## src/rtl/elfck_pkg.sv

```systemverilog
`timescale 1ns / 1ps
// shared types and constants for the elf load segment checker
package elfck_pkg;

	localparam int unsigned CFG_IDX_W = 1;
	localparam int unsigned CFG_DATA_W = 64;
	localparam int unsigned ADDR_W = 64;
	localparam int unsigned IMG_W = 32;
	localparam int unsigned TYPE_W = 32;
	localparam int unsigned CNT_W = 16;

	localparam logic [CFG_IDX_W-1:0] REG_IMAGE_SIZE = 1'b0;
	localparam logic [CFG_IDX_W-1:0] REG_ENTRY_ADDR = 1'b1;

	localparam logic [TYPE_W-1:0] TYPE_LOAD = 32'd1;
	localparam logic [CNT_W-1:0] COUNT_MAX = 16'hFFFF;
	localparam logic [ADDR_W-1:0] ALL_ONES64 = 64'hFFFF_FFFF_FFFF_FFFF;

	typedef enum logic [2:0] {
		ERR_NONE,
		ERR_ZERO_MEM,
		ERR_FILE_GT_MEM,
		ERR_OFF_PAST,
		ERR_DATA_PAST,
		ERR_WRAP,
		ERR_NO_LOAD,
		ERR_ENTRY
	} err_t;

	// one program header as held in the input stage
	typedef struct packed {
		logic              first_header;
		logic              last_header;
		logic [TYPE_W-1:0] segment_type;
		logic [ADDR_W-1:0] file_offset;
		logic [ADDR_W-1:0] virt_address;
		logic [ADDR_W-1:0] file_bytes;
		logic [ADDR_W-1:0] mem_bytes;
	} hdr_t;

	// verdict of the per-header checks
	typedef struct packed {
		err_t              err;
		logic              accum;
		logic [ADDR_W-1:0] seg_end;
		logic              covers;
	} chk_t;

endpackage

```

## src/rtl/elfck_if.sv

```systemverilog
`timescale 1ns / 1ps
// valid/ready channel interfaces for headers and results
interface elfck_hdr_if;
	logic                             valid;
	logic                             ready;
	logic                             first_header;
	logic                             last_header;
	logic [elfck_pkg::TYPE_W-1:0]     segment_type;
	logic [elfck_pkg::ADDR_W-1:0]     file_offset;
	logic [elfck_pkg::ADDR_W-1:0]     virt_address;
	logic [elfck_pkg::ADDR_W-1:0]     file_bytes;
	logic [elfck_pkg::ADDR_W-1:0]     mem_bytes;

	modport source (
		output valid, first_header, last_header, segment_type, file_offset,
			virt_address, file_bytes, mem_bytes,
		input ready
	);
	modport sink (
		input valid, first_header, last_header, segment_type, file_offset,
			virt_address, file_bytes, mem_bytes,
		output ready
	);
endinterface

interface elfck_res_if;
	logic                         valid;
	logic                         ready;
	logic                         done_res;
	logic                         ok;
	logic [2:0]                   error_code;
	logic [elfck_pkg::CNT_W-1:0]  seg_total;
	logic [elfck_pkg::ADDR_W-1:0] lowest_start;
	logic [elfck_pkg::ADDR_W-1:0] highest_end;

	modport source (
		output valid, done_res, ok, error_code, seg_total, lowest_start, highest_end,
		input ready
	);
	modport sink (
		input valid, done_res, ok, error_code, seg_total, lowest_start, highest_end,
		output ready
	);
endinterface

```

## src/rtl/elf_load_segment_checker_top.sv

```systemverilog
`timescale 1ns / 1ps
// top level of the elf load segment checker
// Checks an ELF64 program header table one header per transaction and returns one
// result per header. A header is registered on input, checked against image_size and
// entry_address and the running table state, and the result is held in an output
// register, so the block takes one header every cycle while res.ready is high or the
// result register is empty. A header with first_header set clears the count, the lowest
// start, the highest end, the entry-covered flag and any latched error before it is
// checked. The first error is sticky until the next first header; a last header also
// rejects a table with no loadable segment or none covering the entry address.
// Configuration is written through cfg_we/cfg_index/cfg_data and takes effect at once;
// write it only while no header is in flight.
module elf_load_segment_checker_top (
	input  logic                           clk,
	input  logic                           arst_n,
	input  logic                           cfg_we,
	input  logic [elfck_pkg::CFG_IDX_W-1:0]  cfg_index,
	input  logic [elfck_pkg::CFG_DATA_W-1:0] cfg_data,
	elfck_hdr_if.sink                      hdr,
	elfck_res_if.source                    res
);
	import elfck_pkg::*;

	logic [IMG_W-1:0]  image_size_q;
	logic [ADDR_W-1:0] entry_address_q;

	hdr_t              hdr_s1;
	logic              valid_s1;
	logic              valid_s2;
	logic              done_s2;
	err_t              err_s2;

	logic [CNT_W-1:0]  cnt_q;
	logic [ADDR_W-1:0] min_q;
	logic [ADDR_W-1:0] max_q;
	logic              seen_q;
	err_t              err_q;

	logic              adv;
	chk_t              chk;
	logic [CNT_W-1:0]  cnt_base, cnt_nxt;
	logic [ADDR_W-1:0] min_base, min_nxt;
	logic [ADDR_W-1:0] max_base, max_nxt;
	logic              seen_base, seen_nxt;
	err_t              err_base, err_nxt;

	// configuration registers
	always_ff @(posedge clk or negedge arst_n) begin
		if (!arst_n) begin
			image_size_q    <= '0;
			entry_address_q <= '0;
		end else if (cfg_we) begin
			case (cfg_index)
				REG_IMAGE_SIZE: image_size_q    <= cfg_data[IMG_W-1:0];
				REG_ENTRY_ADDR: entry_address_q <= cfg_data[ADDR_W-1:0];
				default: ;
			endcase
		end
	end

	// handshake: stage 1 moves on when the result register is free or being emptied
	assign adv       = valid_s1 && (!valid_s2 || res.ready);
	assign hdr.ready = !valid_s1 || adv;

	always_ff @(posedge clk or negedge arst_n) begin
		if (!arst_n) begin
			valid_s1 <= 1'b0;
		end else if (hdr.valid && hdr.ready) begin
			valid_s1 <= 1'b1;
		end else if (adv) begin
			valid_s1 <= 1'b0;
		end
	end

	// input register
	always_ff @(posedge clk) begin
		if (hdr.valid && hdr.ready) begin
			hdr_s1.first_header <= hdr.first_header;
			hdr_s1.last_header  <= hdr.last_header;
			hdr_s1.segment_type <= hdr.segment_type;
			hdr_s1.file_offset  <= hdr.file_offset;
			hdr_s1.virt_address <= hdr.virt_address;
			hdr_s1.file_bytes   <= hdr.file_bytes;
			hdr_s1.mem_bytes    <= hdr.mem_bytes;
		end
	end

	elfck_seg_check u_check (
		.image_size    (image_size_q),
		.entry_address (entry_address_q),
		.hdr           (hdr_s1),
		.chk           (chk)
	);

	// table state seen by this header, cleared on a first header
	always_comb begin
		cnt_base  = hdr_s1.first_header ? '0         : cnt_q;
		min_base  = hdr_s1.first_header ? ALL_ONES64 : min_q;
		max_base  = hdr_s1.first_header ? '0         : max_q;
		seen_base = hdr_s1.first_header ? 1'b0       : seen_q;
		err_base  = hdr_s1.first_header ? ERR_NONE   : err_q;
	end

	// accumulate an accepted segment, then the table checks on a last header
	always_comb begin
		cnt_nxt  = cnt_base;
		min_nxt  = min_base;
		max_nxt  = max_base;
		seen_nxt = seen_base;
		err_nxt  = err_base;
		if (err_base == ERR_NONE) begin
			err_nxt = chk.err;
			if (chk.accum) begin
				if (hdr_s1.virt_address < min_base) min_nxt = hdr_s1.virt_address;
				if (chk.seg_end > max_base) max_nxt = chk.seg_end;
				if (chk.covers) seen_nxt = 1'b1;
				if (cnt_base != COUNT_MAX) cnt_nxt = cnt_base + 1'b1;
			end
			if (hdr_s1.last_header && (chk.err == ERR_NONE)) begin
				if (cnt_nxt == '0) begin
					err_nxt = ERR_NO_LOAD;
				end else if (!seen_nxt) begin
					err_nxt = ERR_ENTRY;
				end
			end
		end
	end

	// running table state
	always_ff @(posedge clk or negedge arst_n) begin
		if (!arst_n) begin
			cnt_q  <= '0;
			min_q  <= ALL_ONES64;
			max_q  <= '0;
			seen_q <= 1'b0;
			err_q  <= ERR_NONE;
		end else if (adv) begin
			cnt_q  <= cnt_nxt;
			min_q  <= min_nxt;
			max_q  <= max_nxt;
			seen_q <= seen_nxt;
			err_q  <= err_nxt;
		end
	end

	// result register
	always_ff @(posedge clk or negedge arst_n) begin
		if (!arst_n) begin
			valid_s2 <= 1'b0;
		end else if (adv) begin
			valid_s2 <= 1'b1;
		end else if (res.ready) begin
			valid_s2 <= 1'b0;
		end
	end

	always_ff @(posedge clk) begin
		if (adv) begin
			done_s2          <= hdr_s1.last_header;
			err_s2           <= err_nxt;
			res.seg_total    <= cnt_nxt;
			res.lowest_start <= min_nxt;
			res.highest_end  <= max_nxt;
		end
	end

	assign res.valid      = valid_s2;
	assign res.done_res   = done_s2;
	assign res.error_code = err_s2;
	assign res.ok         = (err_s2 == ERR_NONE);

	// a latched error holds until a first header
	a_err_sticky: assert property (@(posedge clk) disable iff (!arst_n)
		(adv && !hdr_s1.first_header && (err_q != ERR_NONE)) |=> (err_q == $past(err_q)))
		else $error("latched error changed without a first header");

	// the count never falls between first headers
	a_cnt_mono: assert property (@(posedge clk) disable iff (!arst_n)
		(adv && !hdr_s1.first_header) |=> (cnt_q >= $past(cnt_q)))
		else $error("segment count decreased");

	// with no segment counted the bounds keep their empty values
	a_empty_bounds: assert property (@(posedge clk) disable iff (!arst_n)
		(res.valid && (res.seg_total == '0)) |->
		((res.lowest_start == ALL_ONES64) && (res.highest_end == '0)))
		else $error("bounds moved with no segment counted");

	// table level codes appear only on a last header
	a_table_code: assert property (@(posedge clk) disable iff (!arst_n)
		(adv && (err_base == ERR_NONE) && !hdr_s1.last_header) |->
		((err_nxt != ERR_NO_LOAD) && (err_nxt != ERR_ENTRY)))
		else $error("table check raised on a header that is not last");

	// an entry-uncovered verdict implies at least one segment
	a_entry_cnt: assert property (@(posedge clk) disable iff (!arst_n)
		(res.valid && (res.error_code == ERR_ENTRY)) |-> (res.seg_total != '0))
		else $error("entry error with no loadable segment");
endmodule

```

## src/rtl/elfck_seg_check.sv

```systemverilog
`timescale 1ns / 1ps
// bounds and wrap checks of one program header
module elfck_seg_check (
	input  logic [elfck_pkg::IMG_W-1:0]  image_size,
	input  logic [elfck_pkg::ADDR_W-1:0] entry_address,
	input  elfck_pkg::hdr_t              hdr,
	output elfck_pkg::chk_t              chk
);
	import elfck_pkg::*;

	logic              is_load;
	logic [IMG_W-1:0]  room;
	logic [ADDR_W-1:0] room_ext;
	logic [ADDR_W-1:0] size_ext;
	logic              wraps;

	// bytes left after the offset; only used once offset is known to fit
	assign size_ext = {{(ADDR_W-IMG_W){1'b0}}, image_size};
	assign room     = image_size - hdr.file_offset[IMG_W-1:0];
	assign room_ext = {{(ADDR_W-IMG_W){1'b0}}, room};
	assign is_load  = (hdr.segment_type == TYPE_LOAD);
	// end at or past two to the 64 counts as a wrap
	assign wraps    = (hdr.mem_bytes > ~hdr.virt_address);

	// checks in priority order, first failure wins
	always_comb begin
		chk.err     = ERR_NONE;
		chk.accum   = 1'b0;
		chk.seg_end = hdr.virt_address + hdr.mem_bytes;
		chk.covers  = (entry_address >= hdr.virt_address) && (entry_address < chk.seg_end);
		if (is_load) begin
			if (hdr.mem_bytes == '0) begin
				if (hdr.file_bytes != '0) chk.err = ERR_ZERO_MEM;
			end else if (hdr.file_bytes > hdr.mem_bytes) begin
				chk.err = ERR_FILE_GT_MEM;
			end else if (hdr.file_offset > size_ext) begin
				chk.err = ERR_OFF_PAST;
			end else if (hdr.file_bytes > room_ext) begin
				chk.err = ERR_DATA_PAST;
			end else if (wraps) begin
				chk.err = ERR_WRAP;
			end else begin
				chk.accum = 1'b1;
			end
		end
	end
endmodule
```

## src/flat_wrapper.sv

```systemverilog
// flat-port wrapper written by rule: the top's interface ports become plain ports
module elf_load_segment_checker_top_flat import elfck_pkg::*;
  (clk, arst_n, cfg_we, cfg_index, cfg_data, hdr_valid, hdr_first_header, hdr_last_header, hdr_segment_type, hdr_file_offset, hdr_virt_address, hdr_file_bytes, hdr_mem_bytes, hdr_ready, res_valid, res_done_res, res_ok, res_error_code, res_seg_total, res_lowest_start, res_highest_end, res_ready);
  elfck_hdr_if hdr_i ();
  elfck_res_if res_i ();
  input  logic clk;
  input  logic arst_n;
  input  logic cfg_we;
  input  logic [elfck_pkg::CFG_IDX_W-1:0] cfg_index;
  input  logic [elfck_pkg::CFG_DATA_W-1:0] cfg_data;
  input wire logic [$bits(hdr_i.valid)-1:0] hdr_valid;
  input wire logic [$bits(hdr_i.first_header)-1:0] hdr_first_header;
  input wire logic [$bits(hdr_i.last_header)-1:0] hdr_last_header;
  input wire logic [$bits(hdr_i.segment_type)-1:0] hdr_segment_type;
  input wire logic [$bits(hdr_i.file_offset)-1:0] hdr_file_offset;
  input wire logic [$bits(hdr_i.virt_address)-1:0] hdr_virt_address;
  input wire logic [$bits(hdr_i.file_bytes)-1:0] hdr_file_bytes;
  input wire logic [$bits(hdr_i.mem_bytes)-1:0] hdr_mem_bytes;
  output wire logic [$bits(hdr_i.ready)-1:0] hdr_ready;
  output wire logic [$bits(res_i.valid)-1:0] res_valid;
  output wire logic [$bits(res_i.done_res)-1:0] res_done_res;
  output wire logic [$bits(res_i.ok)-1:0] res_ok;
  output wire logic [$bits(res_i.error_code)-1:0] res_error_code;
  output wire logic [$bits(res_i.seg_total)-1:0] res_seg_total;
  output wire logic [$bits(res_i.lowest_start)-1:0] res_lowest_start;
  output wire logic [$bits(res_i.highest_end)-1:0] res_highest_end;
  input wire logic [$bits(res_i.ready)-1:0] res_ready;
  assign hdr_i.valid = hdr_valid;
  assign hdr_i.first_header = hdr_first_header;
  assign hdr_i.last_header = hdr_last_header;
  assign hdr_i.segment_type = hdr_segment_type;
  assign hdr_i.file_offset = hdr_file_offset;
  assign hdr_i.virt_address = hdr_virt_address;
  assign hdr_i.file_bytes = hdr_file_bytes;
  assign hdr_i.mem_bytes = hdr_mem_bytes;
  assign hdr_ready = hdr_i.ready;
  assign res_valid = res_i.valid;
  assign res_done_res = res_i.done_res;
  assign res_ok = res_i.ok;
  assign res_error_code = res_i.error_code;
  assign res_seg_total = res_i.seg_total;
  assign res_lowest_start = res_i.lowest_start;
  assign res_highest_end = res_i.highest_end;
  assign res_i.ready = res_ready;
  elf_load_segment_checker_top u_core (.clk(clk), .arst_n(arst_n), .cfg_we(cfg_we), .cfg_index(cfg_index), .cfg_data(cfg_data), .hdr(hdr_i), .res(res_i));
endmodule
```

## config.mk

```make
export PLATFORM = sky130hd
export DESIGN_NAME = elf_load_segment_checker_top_flat
export DESIGN_NICKNAME = d
export VERILOG_FILES = /design/src/rtl/elfck_pkg.sv /design/src/rtl/elfck_if.sv /design/src/rtl/elf_load_segment_checker_top.sv /design/src/rtl/elfck_seg_check.sv /design/src/flat_wrapper.sv
export SDC_FILE = /design/constraint.sdc
export NUM_CORES = 2
export LEC_CHECK = 0
export BUFFER_PORTS_ARGS = -buffer_cell sky130_fd_sc_hd__buf_2
export CORE_MARGIN = 8
export CORE_UTILIZATION = 47
export CTS_BUF_LIST = sky130_fd_sc_hd__clkbuf_8
export DETAILED_ROUTE_END_ITERATION = 7
export GPL_TIMING_DRIVEN = 0
export PLACE_DENSITY = 0.73
export SETUP_SLACK_MARGIN = 0.1
export SKIP_CTS_REPAIR_TIMING = 1
export SLEW_MARGIN = 0
export SYNTH_ARGS = -nofsm -noshare
export SYNTH_HDL_FRONTEND = slang
export SYNTH_SLANG_ARGS = --single-unit
```

## constraint.sdc

```tcl
create_clock -name clk -period 19.7 [get_ports clk]
set_input_delay 3.94 -clock clk [delete_from_list [all_inputs] [get_ports clk]]
set_output_delay 3.94 -clock clk [all_outputs]
set_load 0.005 [all_outputs]
```

# Yosys cells after proc, flatten, opt, wreduce, memory -nomap -nowiden
# Cells that the tools add are included.
# W data, S select, Z words.
dict set report op_classes {
  n_addsub 3
  magnitude_cmp 8
  eq_ne 2
  muxes 39
  bitwise 2
  n_reduce_logical 18
}
# cell n
set op_table {}
lappend op_table {{$mux W64} 8}
lappend op_table {{$gt A64 B64 Y1} 3}
lappend op_table {{$gt A64 B32 Y1} 2}
lappend op_table {{$lt A64 B64 Y1} 2}
lappend op_table {{$mux W16} 5}
lappend op_table {{$add A64 B64 Y64} 1}
lappend op_table {{$ge A64 B64 Y1} 1}
lappend op_table {{$logic_not A64 Y1} 1}
lappend op_table {{$not A64 Y64} 1}
lappend op_table {{$reduce_bool A64 Y1} 1}
lappend op_table {{$eq A32 B1 Y1 const B} 1}
lappend op_table {{$sub A32 B32 Y32} 1}
lappend op_table {{$mux W3} 10}
lappend op_table {{$add A16 B1 Y16 const B} 1}
lappend op_table {{$logic_not A16 Y1} 1}
lappend op_table {{$ne A16 B16 Y1 const B} 1}
lappend op_table {{$mux W1} 15}
lappend op_table {{$logic_not A3 Y1} 3}
lappend op_table {{$logic_and A1 B1 Y1} 4}
lappend op_table {{$mux W4} 1}
lappend op_table {{$reduce_and A2 Y1} 2}
lappend op_table {{$reduce_bool A2 Y1} 2}
lappend op_table {{$logic_not A1 Y1} 2}
lappend op_table {{$logic_or A1 B1 Y1} 2}
lappend op_table {{$not A1 Y1} 1}
dict set report word_totals {
  register_bits 684
  in_bits 360
  output_inout_bits 151
  word_cells 93
}

# Logic depth before layout (Yosys ltp)
dict set report depth {
  word_depth 14
  ltp_mapped 31
  ltp_nobuf 29
}

# Hierarchy
# From an unflattened synthesis, not the netlist that was laid out.
dict set report hier_totals {
  hier_cells 3912
  hier_area_um2 41557.4
}
# mod instances cells_each area_each_um2 seq_area_each_um2
set modules_own_cells {}
lappend modules_own_cells {elf_load_segment_checker_top 1 2142 29046.6 19388.6}
lappend modules_own_cells {elfck_seg_check 1 1770 12510.7 0.0}

# Worst setup path after synthesis
# OpenSTA, ideal clock, no wires.
dict set report synth_path {
  path_kind {in2reg}
  from {input res_ready}
  to {register u_core.hdr_s1[0] (netlist name), enable pin}
  setup_time_ns 0.690
  arrival_ns 10.710
  t_required_ns 19.010
  setup_slack_ns 8.300
  path_stages 2
  path_buffers 0
  cell_sequence {nand3b_1 -> and2_1}
}
dict set report synth_between {
  elab_chain_len 4
}
# item line_no
set synth_lines {}
lappend synth_lines {{start, declared} flat_wrapper.sv:27} ;# input wire logic [$bits(res_i.ready)-1:0] res_ready;
lappend synth_lines {{$logic_or A1 B1 Y1} elf_load_segment_checker_top.sv:62} ;# assign adv = valid_s1 && (!valid_s2 || res.ready);
lappend synth_lines {{$logic_and A1 B1 Y1} elf_load_segment_checker_top.sv:62}
lappend synth_lines {{$logic_or A1 B1 Y1} elf_load_segment_checker_top.sv:63} ;# assign hdr.ready = !valid_s1 || adv;
lappend synth_lines {{$logic_and A1 B1 Y1} elf_load_segment_checker_top.sv:77} ;# if (hdr.valid && hdr.ready) begin
lappend synth_lines {{end, declared} elf_load_segment_checker_top.sv:27} ;# hdr_t hdr_s1;
# Every way passes these cells.
# A chain may end at the register's enable or synchronous reset.

# Worst setup path in the final report
dict set report layout_path {
  from {register u_core.image_size_q[0]}
  to {register u_core.res.lowest_start[2], data pin}
}
dict set report layout_between {
  elab_chain_len 9
  word_cells_on_any_way 10
  cone_classes {add/sub: 1; order compare: 2; mux: 7}
}
# item line_no
set layout_lines {}
lappend layout_lines {{start, declared} elf_load_segment_checker_top.sv:24} ;# logic [IMG_W-1:0] image_size_q;
lappend layout_lines {{start signal, assigned} elf_load_segment_checker_top.sv:54} ;# REG_IMAGE_SIZE: image_size_q <= cfg_data[IMG_W-1:0];
lappend layout_lines {{$sub A32 B32 Y32} elfck_seg_check.sv:19} ;# assign room = image_size - hdr.file_offset[IMG_W-1:0];
lappend layout_lines {{$gt A64 B32 Y1} elfck_seg_check.sv:38} ;# end else if (hdr.file_bytes > room_ext) begin
lappend layout_lines {{$mux W1} elfck_seg_check.sv:38}
lappend layout_lines {{$mux W1 *} elfck_seg_check.sv:36} ;# end else if (hdr.file_offset > size_ext) begin
lappend layout_lines {{$mux W1 *} elfck_seg_check.sv:34} ;# end else if (hdr.file_bytes > hdr.mem_bytes) begin
lappend layout_lines {{$mux W1 *} elfck_seg_check.sv:32} ;# if (hdr.mem_bytes == '0) begin
lappend layout_lines {{$mux W4 *} elfck_seg_check.sv:31} ;# if (is_load) begin
lappend layout_lines {{$mux W64 *} elf_load_segment_checker_top.sv:113} ;# if (chk.accum) begin
lappend layout_lines {{$mux W64 *} elf_load_segment_checker_top.sv:111} ;# if (err_base == ERR_NONE) begin
lappend layout_lines {{net u_core.min_nxt[2]} elf_load_segment_checker_top.sv:42} ;# logic [ADDR_W-1:0] min_base, min_nxt;
lappend layout_lines {{end signal, assigned} elf_load_segment_checker_top.sv:162} ;# res.lowest_start <= min_nxt;
lappend layout_lines {{end, declared} elfck_if.sv:37} ;# output valid, done_res, ok, error_code, seg_total, lowest_start, highest_end,
# Mark *: on every way through the listed nets, which the timed path passes. The rest lies on a longest branch.

==> reports/qor.txt <==
status: finished, violations left
failing checks: capacitance limit, slew limit
first-pass GRT wire length: 191000 um
Setup WS post-layout: 10.32 ns
Worst Path Required: 20.20 ns
final worst path period need: 9.38 ns
R2R Path End: u_core.res.lowest_start[2]
DR pass1 iterations: 5
Hold WC Path Type: reg -> reg
Num Clock Sinks: 684
insertion delay to the later sink of the worst-skew pair: 0.79 ns
residual DRC count: 0
critical path endpoint category: register
layout cells sized above 1: 0.200
Max FO, Critical Path: 10
Hold Crit Endpoint: u_core.max_q[0]
CTS H-Tree Depth: 3
unrepaired setup endpoints after global routing: false
pin count of the biggest net entering global routing: 108
WL final: 130000 um
power per standard cell area: 85.0 nW/um^2
setup TNS: 0 ns
DP HPWL: 105000 um
Post-DRT Antenna Nets: 0
Least-Margin Pin Slew: 1.50 ns
most frequent CP cell: a21oi_1
Ys Warns: 0
max_cap viols: 1
Core Area: 83600 um^2
CP Data Arrival Time: 9.88 ns
vias in the first global route: 31100
Seq/Total Area, Yosys: 0.490
fmax: 107 MHz
CTS Buf Count: 114
Slowest Stage Delay on Critical Path: 1.23 ns
Fin. Hold Viols: 0
clk_skew: 0.0516 ns
DR iter-0 viols: 2838
commonest non-fill, non-tap cell in the layout: buf_2
Nets: 5177
hold path start: u_core.max_q[0]
worst-path cell with the longest stage delay: nor3_1
R2R depth: 29
Routed WL per cell: 23.6 um
Ports: 511
final period utilization: 0.476
Final Max Tran Viols: 1
Max-slew headroom: -0.00547
P&R area growth vs syn: 16.8%
crit path kind: reg -> reg
Post-Place Setup Slack: 10.56 ns
crit start category: register
fraction of registers with async set/reset: 0.360
Chip Height: 306 um
Cell Area, Synth: 39600 um^2
Peak VDD IR: 0.0673 mV
clock slew at reported path FFs: 0.07 ns
CTS root buf: clkbuf_8
TritonCTS clock tree: yes
Starting Density: 0.474
Die Area: 93800 um^2
row cnt: 106
leakage: 20.8 nW
vias: 31800
most frequent cells in the layout: 527 x buf_2, 479 x ha_1, 438 x edfxtp_1
dominant synthesized flop cell: edfxtp_1
synth unique cells: 82
vias per inst: 5.75
R2R Path Start: u_core.image_size_q[0]
initial antenna violation count: 26
syn_area_per_cell: 10.7 um^2
EDFF count, synth: 438
Bufs on Longest Clock Path: 3
Final setup viols: 0
input/output buffers: 510
Die X: 306 um
grt ovf: 0
syn_nets: 4540
placer congestion estimate: 0.976
reg-to-reg slack, setup: 10.32 ns
Syn Inst Count: 3699
#FFs+latches synth: 684
Hold Path Stages: 2
total track usage: 0.269
Filler cells: 7312
area by class of cell:
| class | count | area (um^2) | share of cell area |
|---|---|---|---|
| antenna | 13 | 32.5 | 0.000703 |
| buffer | 108 | 439 | 0.00949 |
| clock buffer | 124 | 1710 | 0.0369 |
| clock inverter | 93 | 746 | 0.0161 |
| inverter | 304 | 1140 | 0.0247 |
| multi-input combinational | 2603 | 18600 | 0.403 |
| sequential | 684 | 19400 | 0.419 |
| tap | 1080 | 1350 | 0.0292 |
| timing repair buffer | 521 | 2830 | 0.0611 |
worst max-delay path by stage:
stage	from	endpoint	slack, ns	cells past startpoint
2_1_floorplan	res_ready	u_core.hdr_s1[0]	8.30	2
3_3_place_gp	res_ready	u_core.hdr_s1[207]	5.23	3
3_5_place_dp	u_core.hdr_s1[0]	u_core.res.highest_end[50]	10.56	27
4_1_cts	u_core.hdr_s1[0]	u_core.res.highest_end[50]	10.55	27
5_1_grt	u_core.image_size_q[0]	u_core.res.lowest_start[37]	10.06	29
6_report	u_core.image_size_q[0]	u_core.res.lowest_start[2]	10.32	29
worst max-delay path, delay by kind of cell, from the launching register on:
kind / cells / cell delay, ns
AND/OR/NAND/NOR: 8 / 3.26
adder cells (fa/ha/maj): 3 / 0.89
buffers and inverters: 4 / 0.84
XOR/XNOR: 1 / 0.13
AO/OA/AOI/OAI: 13 / 3.58
flip-flops: 1 / 0.39
cell usage after synthesis, types with 53 or more instances:
cell	count	share of area
a21o_1	103	0.020
a21oi_1	268	0.034
clkbuf_1	77	0.0073
dfrtp_1	182	0.12
dfstp_2	64	0.042
edfxtp_1	438	0.33
ha_1	479	0.15
inv_1	303	0.029
mux2_2	86	0.024
nand2_1	359	0.034
nand3_1	69	0.0087
nand4_1	89	0.014
nor2_1	261	0.025
nor2b_1	53	0.0084
nor4_1	60	0.0095
o21ai_0	209	0.026
o22a_1	65	0.014
xnor2_1	61	0.013
power by group:
group          leakage, nW  internal [mW]  switching [mW]
combinational         12.3          0.343           0.518
clock                 1.39          0.734           0.614
sequential            7.04           1.63          0.0942
sequential cells by signal (all words and copies together), names as in the netlist:
register,cells
u_core.res.lowest_start,64
u_core.valid_s1,1
u_core.res.valid,1
u_core.max_q,64
u_core.err_q,3
u_core.res.error_code,3
u_core.image_size_q,32
u_core.res.highest_end,64
u_core.hdr_s1,290
u_core.cnt_q,16
u_core.min_q,64
u_core.res.done_res,1
u_core.res.seg_total,16
u_core.seen_q,1
u_core.entry_address_q,64
cell families (layout without fill, tap and decap cells):
family	after synthesis	count (layout)	synth area share
AND/OR/NAND/NOR	1040	1040	0.124
AO/OA/AOI/OAI	852	852	0.137
flip-flops	684	684	0.490
adder cells (fa/ha/maj)	481	481	0.152
buffers and inverters	412	1150	0.0398
multiplexers	124	124	0.0341
XOR/XNOR	106	106	0.0236
other	0	13	0
through the flow:
step | power (mW) | hold slack (ns) | util | cells | instance area, um^2
detailed placement | 2.59 | 0.457 | 0.524 | 5300 | 43800
global placement | 2.59 | 0.453 | 0.521 | 5289 | 43500
global route | 4.13 | 0.496 | 0.554 | 5526 | 46300
floorplan | 2.29 | 0.438 | - | 3699 | 39600
CTS | 3.95 | 0.472 | 0.553 | 5517 | 46200
finish | 3.93 | 0.468 | 0.554 | 5530 | 46300
layer usage:
| metal | track usage | routed length, um | vias up |
|---|---|---|---|
| li1 | - | - | 14900 |
| met1 | 0.351 | 53000 | 15200 |
| met2 | 0.424 | 59400 | 1405 |
| met3 | 0.0602 | 11300 | 313 |
| met4 | 0.132 | 6480 | 20 |
| met5 | 0 | 127 | - |
(Power assumes the default switching activity.)
